`src/rtl/core/efd_pkg.sv`:
```
`timescale 1ns / 1ps
// ---------------------------------------------------------------------------
// efd_pkg
// Shared types, constants and the CRC-8 step for the escaped frame decoder.
// ---------------------------------------------------------------------------
package efd_pkg;

    localparam int LENGTH_WIDTH = 16;
    localparam int BYTE_WIDTH = 8;
    localparam int STATUS_WIDTH = 2;
    localparam int CFG_INDEX_WIDTH = 8;

    // Output tdata carries payload_byte, status and payload_length, padded to bytes.
    localparam int OUT_FIELDS_WIDTH = BYTE_WIDTH + STATUS_WIDTH + LENGTH_WIDTH;
    localparam int OUT_TDATA_WIDTH = ((OUT_FIELDS_WIDTH + 7) / 8) * 8;
    localparam int OUT_PAD_WIDTH = OUT_TDATA_WIDTH - OUT_FIELDS_WIDTH;

    localparam logic [LENGTH_WIDTH-1:0] LEN_MAX = {LENGTH_WIDTH{1'b1}};

    localparam logic [BYTE_WIDTH-1:0] CRC_POLY = 8'h8C;
    localparam logic [BYTE_WIDTH-1:0] CRC_LSB_MASK = 8'h01;

    // Result queue sizing: one accepted byte pushes at most two results.
    localparam int FIFO_DEPTH = 4;
    localparam int FIFO_PTR_WIDTH = $clog2(FIFO_DEPTH);
    localparam int FIFO_LEVEL_WIDTH = $clog2(FIFO_DEPTH + 1);
    localparam int MAX_PUSH = 2;

    localparam logic [BYTE_WIDTH-1:0] START_MARKER_RESET = 8'd2;
    localparam logic [BYTE_WIDTH-1:0] END_MARKER_RESET = 8'd3;
    localparam logic [BYTE_WIDTH-1:0] ESCAPE_MARKER_RESET = 8'd16;
    localparam logic [BYTE_WIDTH-1:0] ESCAPE_MASK_RESET = 8'd32;

    localparam logic [CFG_INDEX_WIDTH-1:0] REG_START_MARKER = 8'd0;
    localparam logic [CFG_INDEX_WIDTH-1:0] REG_END_MARKER = 8'd1;
    localparam logic [CFG_INDEX_WIDTH-1:0] REG_ESCAPE_MARKER = 8'd2;
    localparam logic [CFG_INDEX_WIDTH-1:0] REG_ESCAPE_MASK = 8'd3;

    localparam logic KIND_PAYLOAD = 1'b0;
    localparam logic KIND_STATUS = 1'b1;

    typedef enum logic [STATUS_WIDTH-1:0] {
        STATUS_OK = 2'd0,
        STATUS_CRC_MISMATCH = 2'd1,
        STATUS_ESCAPE_AT_END = 2'd2,
        STATUS_EMPTY_FRAME = 2'd3
    } status_t;

    typedef struct packed {
        logic kind;
        logic [BYTE_WIDTH-1:0] payload_byte;
        status_t status;
        logic [LENGTH_WIDTH-1:0] payload_length;
        logic last;
    } result_t;

    // Results written into the queue in the same cycle; first goes out before second.
    typedef struct packed {
        logic [1:0] count;
        result_t first;
        result_t second;
    } fifo_push_t;

    // Reflected CRC-8, one byte per call.
    function automatic logic [BYTE_WIDTH-1:0] crc8_update(
        input logic [BYTE_WIDTH-1:0] crc,
        input logic [BYTE_WIDTH-1:0] data
    );
        logic [BYTE_WIDTH-1:0] c;
        c = crc ^ data;
        for (int i = 0; i < BYTE_WIDTH; i++)
        begin
            if ((c & CRC_LSB_MASK) != '0)
            begin
                c = (c >> 1) ^ CRC_POLY;
            end
            else
            begin
                c = c >> 1;
            end
        end
        return c;
    endfunction

endpackage

```
`src/rtl/core/efd_result_fifo.sv`:
```
`timescale 1ns / 1ps
// ---------------------------------------------------------------------------
// efd_result_fifo
// Small result queue that takes up to two results per cycle and gives one.
// ---------------------------------------------------------------------------
module efd_result_fifo (
    input  logic                                clk,
    input  logic                                rst_n,
    input  efd_pkg::fifo_push_t                 push,
    input  logic                                pop,
    output efd_pkg::result_t                    head,
    output logic                                head_valid,
    output logic [efd_pkg::FIFO_LEVEL_WIDTH-1:0] level
);

    efd_pkg::result_t entry_reg [efd_pkg::FIFO_DEPTH];

    logic [efd_pkg::FIFO_PTR_WIDTH-1:0]   wr_ptr_reg;
    logic [efd_pkg::FIFO_PTR_WIDTH-1:0]   wr_ptr_next;
    logic [efd_pkg::FIFO_PTR_WIDTH-1:0]   rd_ptr_reg;
    logic [efd_pkg::FIFO_PTR_WIDTH-1:0]   rd_ptr_next;
    logic [efd_pkg::FIFO_LEVEL_WIDTH-1:0] level_reg;
    logic [efd_pkg::FIFO_LEVEL_WIDTH-1:0] level_next;
    logic [efd_pkg::FIFO_PTR_WIDTH-1:0]   wr_ptr_plus1;
    logic                                 do_pop;

    assign do_pop = pop && (level_reg != '0);
    assign wr_ptr_plus1 = wr_ptr_reg + 1'b1;

    always_comb
    begin
        wr_ptr_next = wr_ptr_reg + efd_pkg::FIFO_PTR_WIDTH'(push.count);
        rd_ptr_next = rd_ptr_reg + efd_pkg::FIFO_PTR_WIDTH'(do_pop);
        level_next = level_reg + efd_pkg::FIFO_LEVEL_WIDTH'(push.count)
                     - efd_pkg::FIFO_LEVEL_WIDTH'(do_pop);
    end

    always_ff @(posedge clk or negedge rst_n)
    begin
        if (!rst_n)
        begin
            wr_ptr_reg <= '0;
            rd_ptr_reg <= '0;
            level_reg <= '0;
        end
        else
        begin
            wr_ptr_reg <= wr_ptr_next;
            rd_ptr_reg <= rd_ptr_next;
            level_reg <= level_next;
        end
    end

    always_ff @(posedge clk)
    begin
        if (push.count != 2'd0)
        begin
            entry_reg[wr_ptr_reg] <= push.first;
        end
        if (push.count == 2'd2)
        begin
            entry_reg[wr_ptr_plus1] <= push.second;
        end
    end

    assign head = entry_reg[rd_ptr_reg];
    assign head_valid = (level_reg != '0);
    assign level = level_reg;

endmodule

```
`src/rtl/core/escaped_frame_decoder_crc8.sv`:
```
`timescale 1ns / 1ps
// ---------------------------------------------------------------------------
// escaped_frame_decoder_crc8
// Byte-stuffing deframer with a reflected CRC-8 check and frame status.
// ---------------------------------------------------------------------------
// The results pushed when a byte is accepted are registered in the result
// queue and reach the master side once the results ahead of them are out.
// Throughput: one byte per cycle, set by the combinational decode and CRC step;
// a buffer's last byte adds a status beat, which the four-entry result queue
// absorbs. The slave side takes a byte while at least two queue slots are free.
// Reset: asynchronous and active low; markers return to their defaults and the
// frame state clears at once, with no clearing pass.
// ---------------------------------------------------------------------------
module escaped_frame_decoder_crc8 (
    input  logic                                clk,
    input  logic                                rst_n,
    // Slave side: tdata = raw_byte[7:0]; tlast = buffer_end.
    input  logic                                s_axis_tvalid,
    output logic                                s_axis_tready,
    input  logic [7:0]                          s_axis_tdata,
    input  logic                                s_axis_tlast,
    // Master side: tdata = payload_byte[7:0], status[9:8],
    // payload_length[25:10], zero padding above; tuser = kind; tlast = last.
    output logic                                m_axis_tvalid,
    input  logic                                m_axis_tready,
    output logic [efd_pkg::OUT_TDATA_WIDTH-1:0] m_axis_tdata,
    output logic                                m_axis_tuser,
    output logic                                m_axis_tlast,
    // Configuration write channel.
    input  logic                                cfg_valid,
    output logic                                cfg_ready,
    input  logic [efd_pkg::CFG_INDEX_WIDTH-1:0] cfg_index,
    input  logic [7:0]                          cfg_data
);

    // Configuration registers.
    logic [7:0] start_marker_reg;
    logic [7:0] end_marker_reg;
    logic [7:0] escape_marker_reg;
    logic [7:0] escape_mask_reg;

    // Frame state.
    logic                             escape_pending_reg;
    logic                             escape_pending_next;
    logic                             holding_reg;
    logic                             holding_next;
    logic [7:0]                       held_reg;
    logic [7:0]                       held_next;
    logic [7:0]                       crc_reg;
    logic [7:0]                       crc_next;
    logic [efd_pkg::LENGTH_WIDTH-1:0] count_reg;
    logic [efd_pkg::LENGTH_WIDTH-1:0] count_next;

    // Decode of the incoming byte.
    logic                             accept;
    logic                             have_byte;
    logic [7:0]                       decoded;
    logic                             escape_after;
    logic                             emit_byte;
    logic                             holding_after;
    logic [7:0]                       held_after;
    logic [7:0]                       crc_after;
    logic [efd_pkg::LENGTH_WIDTH-1:0] count_after;
    efd_pkg::status_t                 frame_status;
    logic [efd_pkg::LENGTH_WIDTH-1:0] frame_length;

    efd_pkg::result_t                     byte_result;
    efd_pkg::result_t                     status_result;
    efd_pkg::fifo_push_t                  push;
    efd_pkg::result_t                     head;
    logic                                 head_valid;
    logic [efd_pkg::FIFO_LEVEL_WIDTH-1:0] fifo_level;

    assign cfg_ready = 1'b1;

    // Room for two results guarantees that a buffer's last byte never overflows.
    assign s_axis_tready = (fifo_level
        <= efd_pkg::FIFO_LEVEL_WIDTH'(efd_pkg::FIFO_DEPTH - efd_pkg::MAX_PUSH));
    assign accept = s_axis_tvalid && s_axis_tready;

    always_ff @(posedge clk or negedge rst_n)
    begin
        if (!rst_n)
        begin
            start_marker_reg <= efd_pkg::START_MARKER_RESET;
            end_marker_reg <= efd_pkg::END_MARKER_RESET;
            escape_marker_reg <= efd_pkg::ESCAPE_MARKER_RESET;
            escape_mask_reg <= efd_pkg::ESCAPE_MASK_RESET;
        end
        else if (cfg_valid && cfg_ready)
        begin
            unique case (cfg_index)
                efd_pkg::REG_START_MARKER:  start_marker_reg <= cfg_data;
                efd_pkg::REG_END_MARKER:    end_marker_reg <= cfg_data;
                efd_pkg::REG_ESCAPE_MARKER: escape_marker_reg <= cfg_data;
                efd_pkg::REG_ESCAPE_MASK:   escape_mask_reg <= cfg_data;
                default:                    ;
            endcase
        end
    end

    // An escaped byte is taken as is after the mask; otherwise the framing
    // markers are dropped first, and only then is the escape marker checked.
    always_comb
    begin
        have_byte = 1'b0;
        decoded = '0;
        escape_after = escape_pending_reg;
        priority if (escape_pending_reg)
        begin
            decoded = s_axis_tdata ^ escape_mask_reg;
            have_byte = 1'b1;
            escape_after = 1'b0;
        end
        else if ((s_axis_tdata == start_marker_reg) || (s_axis_tdata == end_marker_reg))
        begin
            have_byte = 1'b0;
        end
        else if (s_axis_tdata == escape_marker_reg)
        begin
            escape_after = 1'b1;
        end
        else
        begin
            decoded = s_axis_tdata;
            have_byte = 1'b1;
        end
    end

    // A new decoded byte releases the one held back; the held byte always
    // trails by one, so the last one of a frame is the received CRC.
    always_comb
    begin
        emit_byte = have_byte && holding_reg;
        crc_after = emit_byte ? efd_pkg::crc8_update(crc_reg, held_reg) : crc_reg;
        count_after = (emit_byte && (count_reg != efd_pkg::LEN_MAX))
                      ? count_reg + 1'b1 : count_reg;
        held_after = have_byte ? decoded : held_reg;
        holding_after = holding_reg || have_byte;
    end

    always_comb
    begin
        frame_length = count_after;
        priority if (escape_after)
        begin
            frame_status = efd_pkg::STATUS_ESCAPE_AT_END;
        end
        else if (!holding_after)
        begin
            frame_status = efd_pkg::STATUS_EMPTY_FRAME;
            frame_length = '0;
        end
        else if (crc_after == held_after)
        begin
            frame_status = efd_pkg::STATUS_OK;
        end
        else
        begin
            frame_status = efd_pkg::STATUS_CRC_MISMATCH;
        end
    end

    always_comb
    begin
        byte_result.kind = efd_pkg::KIND_PAYLOAD;
        byte_result.payload_byte = held_reg;
        byte_result.status = efd_pkg::STATUS_OK;
        byte_result.payload_length = '0;
        byte_result.last = !s_axis_tlast;

        status_result.kind = efd_pkg::KIND_STATUS;
        status_result.payload_byte = '0;
        status_result.status = frame_status;
        status_result.payload_length = frame_length;
        status_result.last = 1'b1;

        push.count = accept ? (2'(emit_byte) + 2'(s_axis_tlast)) : 2'd0;
        push.first = emit_byte ? byte_result : status_result;
        push.second = status_result;
    end

    // The whole frame state returns to zero after the buffer's last byte.
    always_comb
    begin
        escape_pending_next = escape_pending_reg;
        holding_next = holding_reg;
        held_next = held_reg;
        crc_next = crc_reg;
        count_next = count_reg;
        if (accept)
        begin
            if (s_axis_tlast)
            begin
                escape_pending_next = 1'b0;
                holding_next = 1'b0;
                held_next = '0;
                crc_next = '0;
                count_next = '0;
            end
            else
            begin
                escape_pending_next = escape_after;
                holding_next = holding_after;
                held_next = held_after;
                crc_next = crc_after;
                count_next = count_after;
            end
        end
    end

    always_ff @(posedge clk or negedge rst_n)
    begin
        if (!rst_n)
        begin
            escape_pending_reg <= 1'b0;
            holding_reg <= 1'b0;
            held_reg <= '0;
            crc_reg <= '0;
            count_reg <= '0;
        end
        else
        begin
            escape_pending_reg <= escape_pending_next;
            holding_reg <= holding_next;
            held_reg <= held_next;
            crc_reg <= crc_next;
            count_reg <= count_next;
        end
    end

    efd_result_fifo u_result_fifo (
        .clk        (clk),
        .rst_n      (rst_n),
        .push       (push),
        .pop        (m_axis_tready),
        .head       (head),
        .head_valid (head_valid),
        .level      (fifo_level)
    );

    assign m_axis_tvalid = head_valid;
    assign m_axis_tuser = head.kind;
    assign m_axis_tlast = head.last;
    assign m_axis_tdata = {{efd_pkg::OUT_PAD_WIDTH{1'b0}}, head.payload_length,
                           head.status, head.payload_byte};

    // The queue never takes a byte without room for both of its results.
    a_no_overflow: assert property (@(posedge clk) disable iff (!rst_n)
        s_axis_tready |-> (fifo_level <= efd_pkg::FIFO_LEVEL_WIDTH'(
            efd_pkg::FIFO_DEPTH - efd_pkg::MAX_PUSH)))
        else $error("result queue accepted a byte without room for two results");

    // The end of a buffer leaves no frame state behind.
    a_frame_cleared: assert property (@(posedge clk) disable iff (!rst_n)
        (accept && s_axis_tlast) |=>
            (!escape_pending_reg && !holding_reg && (count_reg == '0) && (crc_reg == '0)))
        else $error("frame state not cleared after buffer end");

    // A status beat never carries a payload byte and always closes its step.
    a_status_beat: assert property (@(posedge clk) disable iff (!rst_n)
        (m_axis_tvalid && (m_axis_tuser == efd_pkg::KIND_STATUS)) |->
            (m_axis_tlast && (head.payload_byte == '0)))
        else $error("status beat with payload byte or without last");

endmodule
```
`config.mk`:
```
export PLATFORM = sky130hd
export DESIGN_NAME = escaped_frame_decoder_crc8
export DESIGN_NICKNAME = d
export VERILOG_FILES = /design/src/rtl/core/efd_pkg.sv /design/src/rtl/core/efd_result_fifo.sv /design/src/rtl/core/escaped_frame_decoder_crc8.sv
export SDC_FILE = /design/constraint.sdc
export NUM_CORES = 1
export LEC_CHECK = 0
export BUFFER_PORTS_ARGS = -buffer_cell sky130_fd_sc_hd__buf_2
export CORE_ASPECT_RATIO = 2
export CORE_UTILIZATION = 35
export CTS_CLUSTER_SIZE = 25
export DETAILED_ROUTE_END_ITERATION = 8
export PLACE_DENSITY = 0.63
export SLEW_MARGIN = 20
export SYNTH_ARGS = -nofsm -noshare
export SYNTH_HDL_FRONTEND = slang
export SYNTH_SLANG_ARGS = --single-unit
```
`constraint.sdc`:
```
create_clock -name clk -period 6.2 [get_ports clk]
set_input_delay 0.93 -clock clk [delete_from_list [all_inputs] [get_ports clk]]
set_output_delay 0.93 -clock clk [all_outputs]
set_load 0.005 [all_outputs]
```
== Word level (Yosys, flattened, before mapping) ==
Memories as Yosys holds them, arrays and structs flattened.
Cells that the tools add are included.

* Flip-flop bits (word level): 73
* RAM bits: 112
* Input port bits: 30
* Word-level logic and storage cells: 90
* Memories: 1

{| class="wikitable"
|+ Memory list
! memory !! words !! bits a word !! read ports !! clocked after Yosys merged registers in !! wr ports !! RTL line !! source
|-
| u_result_fifo.entry_reg || 4 || 28 || 1 || 0 || 2 || efd_result_fifo.sv:16 || <nowiki>efd_pkg::result_t entry_reg [efd_pkg::FIFO_DEPTH];</nowiki>
|}

* Add/sub/neg operators: 7
* Magnitude comparators: 1
* Eq/ne operators: 9
* Multiplexer cells: 36
* Bitwise logic cells: 10
* Reductions and logical operators: 14

{| class="wikitable"
|+ Operator list
! kind !! count
|-
| two-way mux 8 bit || 15
|-
| two-way mux 16 bit || 4
|-
| == test 8 bit || 4
|-
| two-way mux 28 bit || 1
|-
| inverter 2 -> 3 bit || 8
|-
| adder 16 x 1 -> 16 bit, second input constant || 1
|-
| == test 8 x 2 -> 1 bit, second input constant || 2
|-
| inequality test 16 bit, second input constant || 1
|-
| XOR 8 bit || 2
|-
| two-way mux 1 bit || 13
|-
| == test 8 x 1 -> 1 bit, second input constant || 1
|-
| zero test 8 bit || 1
|-
| AND reduction 2 bit || 4
|-
| two-way mux 2 bit || 3
|-
| logical AND 1 bit || 4
|-
| adder 3 x 2 -> 3 bit || 1
|-
| less-or-equal comparator 3 x 2 -> 1 bit, second input constant || 1
|-
| nonzero test 3 bit || 1
|-
| subtractor 3 x 1 -> 3 bit || 1
|-
| adder 1 x 1 -> 2 bit || 1
|-
| adder 2 x 1 -> 2 bit || 1
|-
| adder 2 x 1 -> 2 bit, second input constant || 1
|-
| adder 2 bit || 1
|-
| == test 2 bit, second input constant || 1
|-
| 3 further kinds || 4
|}

== Logic depth before layout (Yosys ltp) ==
* Depth in word-level cells: 23
* Depth in mapped cells: 15
* Depth with buffers taken out: 12

== By module ==
Synthesis repeated with hierarchy kept, for this count alone.

* Cell total of the unflattened synthesis: 758
* Area total of the unflattened synthesis: 10317.4 um^2

{| class="wikitable"
|+ Modules (own cells, without submodules)
! module !! times used !! cells each !! area an instance (um^2) !! seq. area each (um^2)
|-
| efd_result_fifo || 1 || 310 || 5978.2 || 3538.4
|-
| escaped_frame_decoder_crc8 || 1 || 448 || 4339.2 || 1657.8
|}

== Worst setup path before layout ==
OpenSTA, ideal clock, no wires.

* Path type: input -> register
* Start point: input port s_axis_tdata[6]
* End point: memory u_result_fifo.entry_reg[3][10] (netlist name), data pin
* Data arrival time: 4125 ps
* Data required time: 6059 ps
* Slack: 1934 ps
* Stages on the path: 14
* Buffers on the path: 2
* Path through: buf_2 > xor2_1 > nor4_1 > a22oi_2 > o211ai_2 > inv_1 > ha_1 > nor2b_1 > a21o_1 > nand3_1 > inv_1 > o21ai_2 > clkbuf_1 > nor2_1

{| class="wikitable"
|+ RTL lines
! element !! RTL line !! source
|-
| start: declaration || escaped_frame_decoder_crc8.sv:20 || <nowiki>input logic [7:0] s_axis_tdata,</nowiki>
|-
| end: declaration || efd_result_fifo.sv:16 ||
|}

==> impl_metrics.toml <==
[status]
status = "finished clean"

[synthesis]
synth_top_area_cell = "edfxtp_1"
synth_seq_area_share = 0.511
ys.flop_type = "edfxtp_1"
yosysUniqueCellTypes = 73
synth-async-reset-ratio = 0.395
synthCells = 823
synth_edf_count = 72
synth.cell_area_um2 = 9380
avgSynthCellArea_um2 = 11.4
ys_top_cells_by_count = "99 x nor2_1, 72 x edfxtp_1, 72 x nand2_1"
synth_top_cell_area_share = 0.230
synth-seq-cells = 185
synth.most_common_cell = "nor2_1"
yosys_warnings = 0
synth.area.top_cells = "edfxtp_1 23%, dfrtp_1 18%, dfxtp_1 8.5%"

[power_and_ir_drop]
power_density_nw_per_um2 = 496
power_mw = 5.19
leakagePower_nw = 4.21
vdd_drop_max_uv = 220

[worst_setup_path]
required_ps = 6530
cp-start-kind = "input port"
crit_arrival_ps = 4900
cp_max_fo = 19
critPathKind = "input port to flop"
cp-end-kind = "flop"

[placement]
pre_cts_ws_ps = 1150
place.gp.congestion = 0.844
io_buffers = 59
place_area_um2 = 9830
dp_cells = 1175
dp_hpwl_um = 16100

[global_routing]
grt_usage = 0.170
grt_pass1_wl_um = 35300
grt_max_degree = 74
antenna_found_initial = 0
overflow = 0
grt_pass1_vias = 6645

[clock_tree]
cts_tree = "built"
postCtsSetupBuffers = 0
cts_sinks = 185
clk_pin_slew_ps = 70
cts_buffers = 17
worst_skew_pair.late_latency_ps = 440
root_buffer = "clkbuf_16"
cts_htree_levels = 4
cts_hold_buf = 0
clockBufferDepth = 2
ctsResizeCount = 0

[run]
max_cap_violations = 0

[timing]
worst_pin_slew_ps = 1090
fin_crit_sh = 0.736
setup_ws_ps = 1640
final.setup.tns_ps = 0
fin_skew_ps = 11.1
rsz0062_at_grt = "no"
hold_viol = 0
slew_viol_final = 0
fmax_mhz = 219
period_needed_ps = 4560
hold-worst-slack_ps = 366
slew-limit-headroom = 0.270
setup_viol = 0

[routing]
ant_nets = 0
vias_per_cell = 5.27
routed_wirelength_um = 22300
drt_iter0_markers = 339
drc_errors = 0
post_drt_wl_per_cell_um = 18.5
vias = 6366
first_pass_iters = 5

[finish]
final-seq-area_um2 = 4800
utilization = 0.398
finalNonFillerCells = 1208
fillers = 2578
final_net_count = 889
drive_above_1_share = 0.218
design_area_um2 = 10500
largest_reg_flops = 112
multi_input_area_um2 = 4190
synthToLayoutAreaGrowth_pct = 11.6
num_antenna_cells = 0

[floorplan]
fp.coreArea_um2 = 26300
dieArea_um2 = 27500
rows = 84
start_util = 0.357
io_pins = 67
chipHeight_um = 234
die_w_um = 118

[worst_hold_path]
min_path_type = "input port to asynchronous set/reset pin"
[worst max-delay path: stages]
cell      delay, ps
buf_2           150
xor2_1          190
nor4_1          500
a22oi_2         330
o211ai_2        240
inv_1           120
ha_1            390
o21ai_1         410
nor2_1          100
o21ai_1         560
inv_1           600
o22a_1          370
[cell families after synthesis]
family	count (synthesis)	synth area share
mux	75	0.122
other cells	2	0.000801
simple gates	244	0.119
flops	185	0.511
xor+xnor	78	0.0780
compound gates	150	0.114
fa+ha+maj	8	0.0115
buf+inv	81	0.0443
[layout by cell type (no fill, tap or decap), types with 8 or more instances in the layout]
| cell type | count |
|---|---|
| a21oi_1 | 16 |
| a22o_1 | 34 |
| and3_1 | 9 |
| buf_2 | 58 |
| buf_4 | 8 |
| clkbuf_16 | 17 |
| dfrtp_1 | 68 |
| dfxtp_1 | 40 |
| edfxtp_1 | 72 |
| inv_1 | 18 |
| mux2_2 | 32 |
| mux2i_1 | 15 |
| mux4_2 | 28 |
| nand2_1 | 72 |
| nand3_1 | 15 |
| nor2_1 | 99 |
| nor3_1 | 8 |
| o21ai_0 | 41 |
| xnor2_1 | 28 |
| xor2_1 | 46 |
[power breakdown]
part,switching (mW),internal (mW)
Sequential,0.318,1.56
Clock,0.499,0.620
Combinational,1.18,1.01
Total,2.00,3.19
[metal layers]
| layer | GRT usage | wire length, um |
|---|---|---|
| met1 | 0.158 | 7740 |
| met3 | 0.0337 | 738 |
| met5 | 0 | 0 |
| met2 | 0.328 | 12600 |
| met4 | 0.116 | 1270 |
[final timing paths]
check / slack, ps / endpoint / start / cells past startpoint
min in group clk: 470 / u_result_fifo.entry_reg[1][27] / u_result_fifo.entry_reg[1][27] / 2
min reg2reg: 470 / u_result_fifo.entry_reg[1][27] / u_result_fifo.entry_reg[1][27] / 2
max: 1640 / u_result_fifo.entry_reg[2][0] / s_axis_tdata[4] / 12
max in group asynchronous: 5200 / escape_mask_reg[5] / rst_n / 2
min: 370 / u_result_fifo.level[0] / rst_n / 1
max reg2reg: 1920 / u_result_fifo.entry_reg[2][0] / start_marker_reg[4] / 11
[cell type report]
type / count / area share
Timing Repair Buffer: 67 / 0.0361
Clock buffer: 19 / 0.0423
Multi-Input combinational cell: 562 / 0.401
Inverter: 18 / 0.00645
Sequential cell: 185 / 0.458
Tap cell: 344 / 0.0411
Clock inverter: 13 / 0.0152
Power figures use the tool's default switching activity.
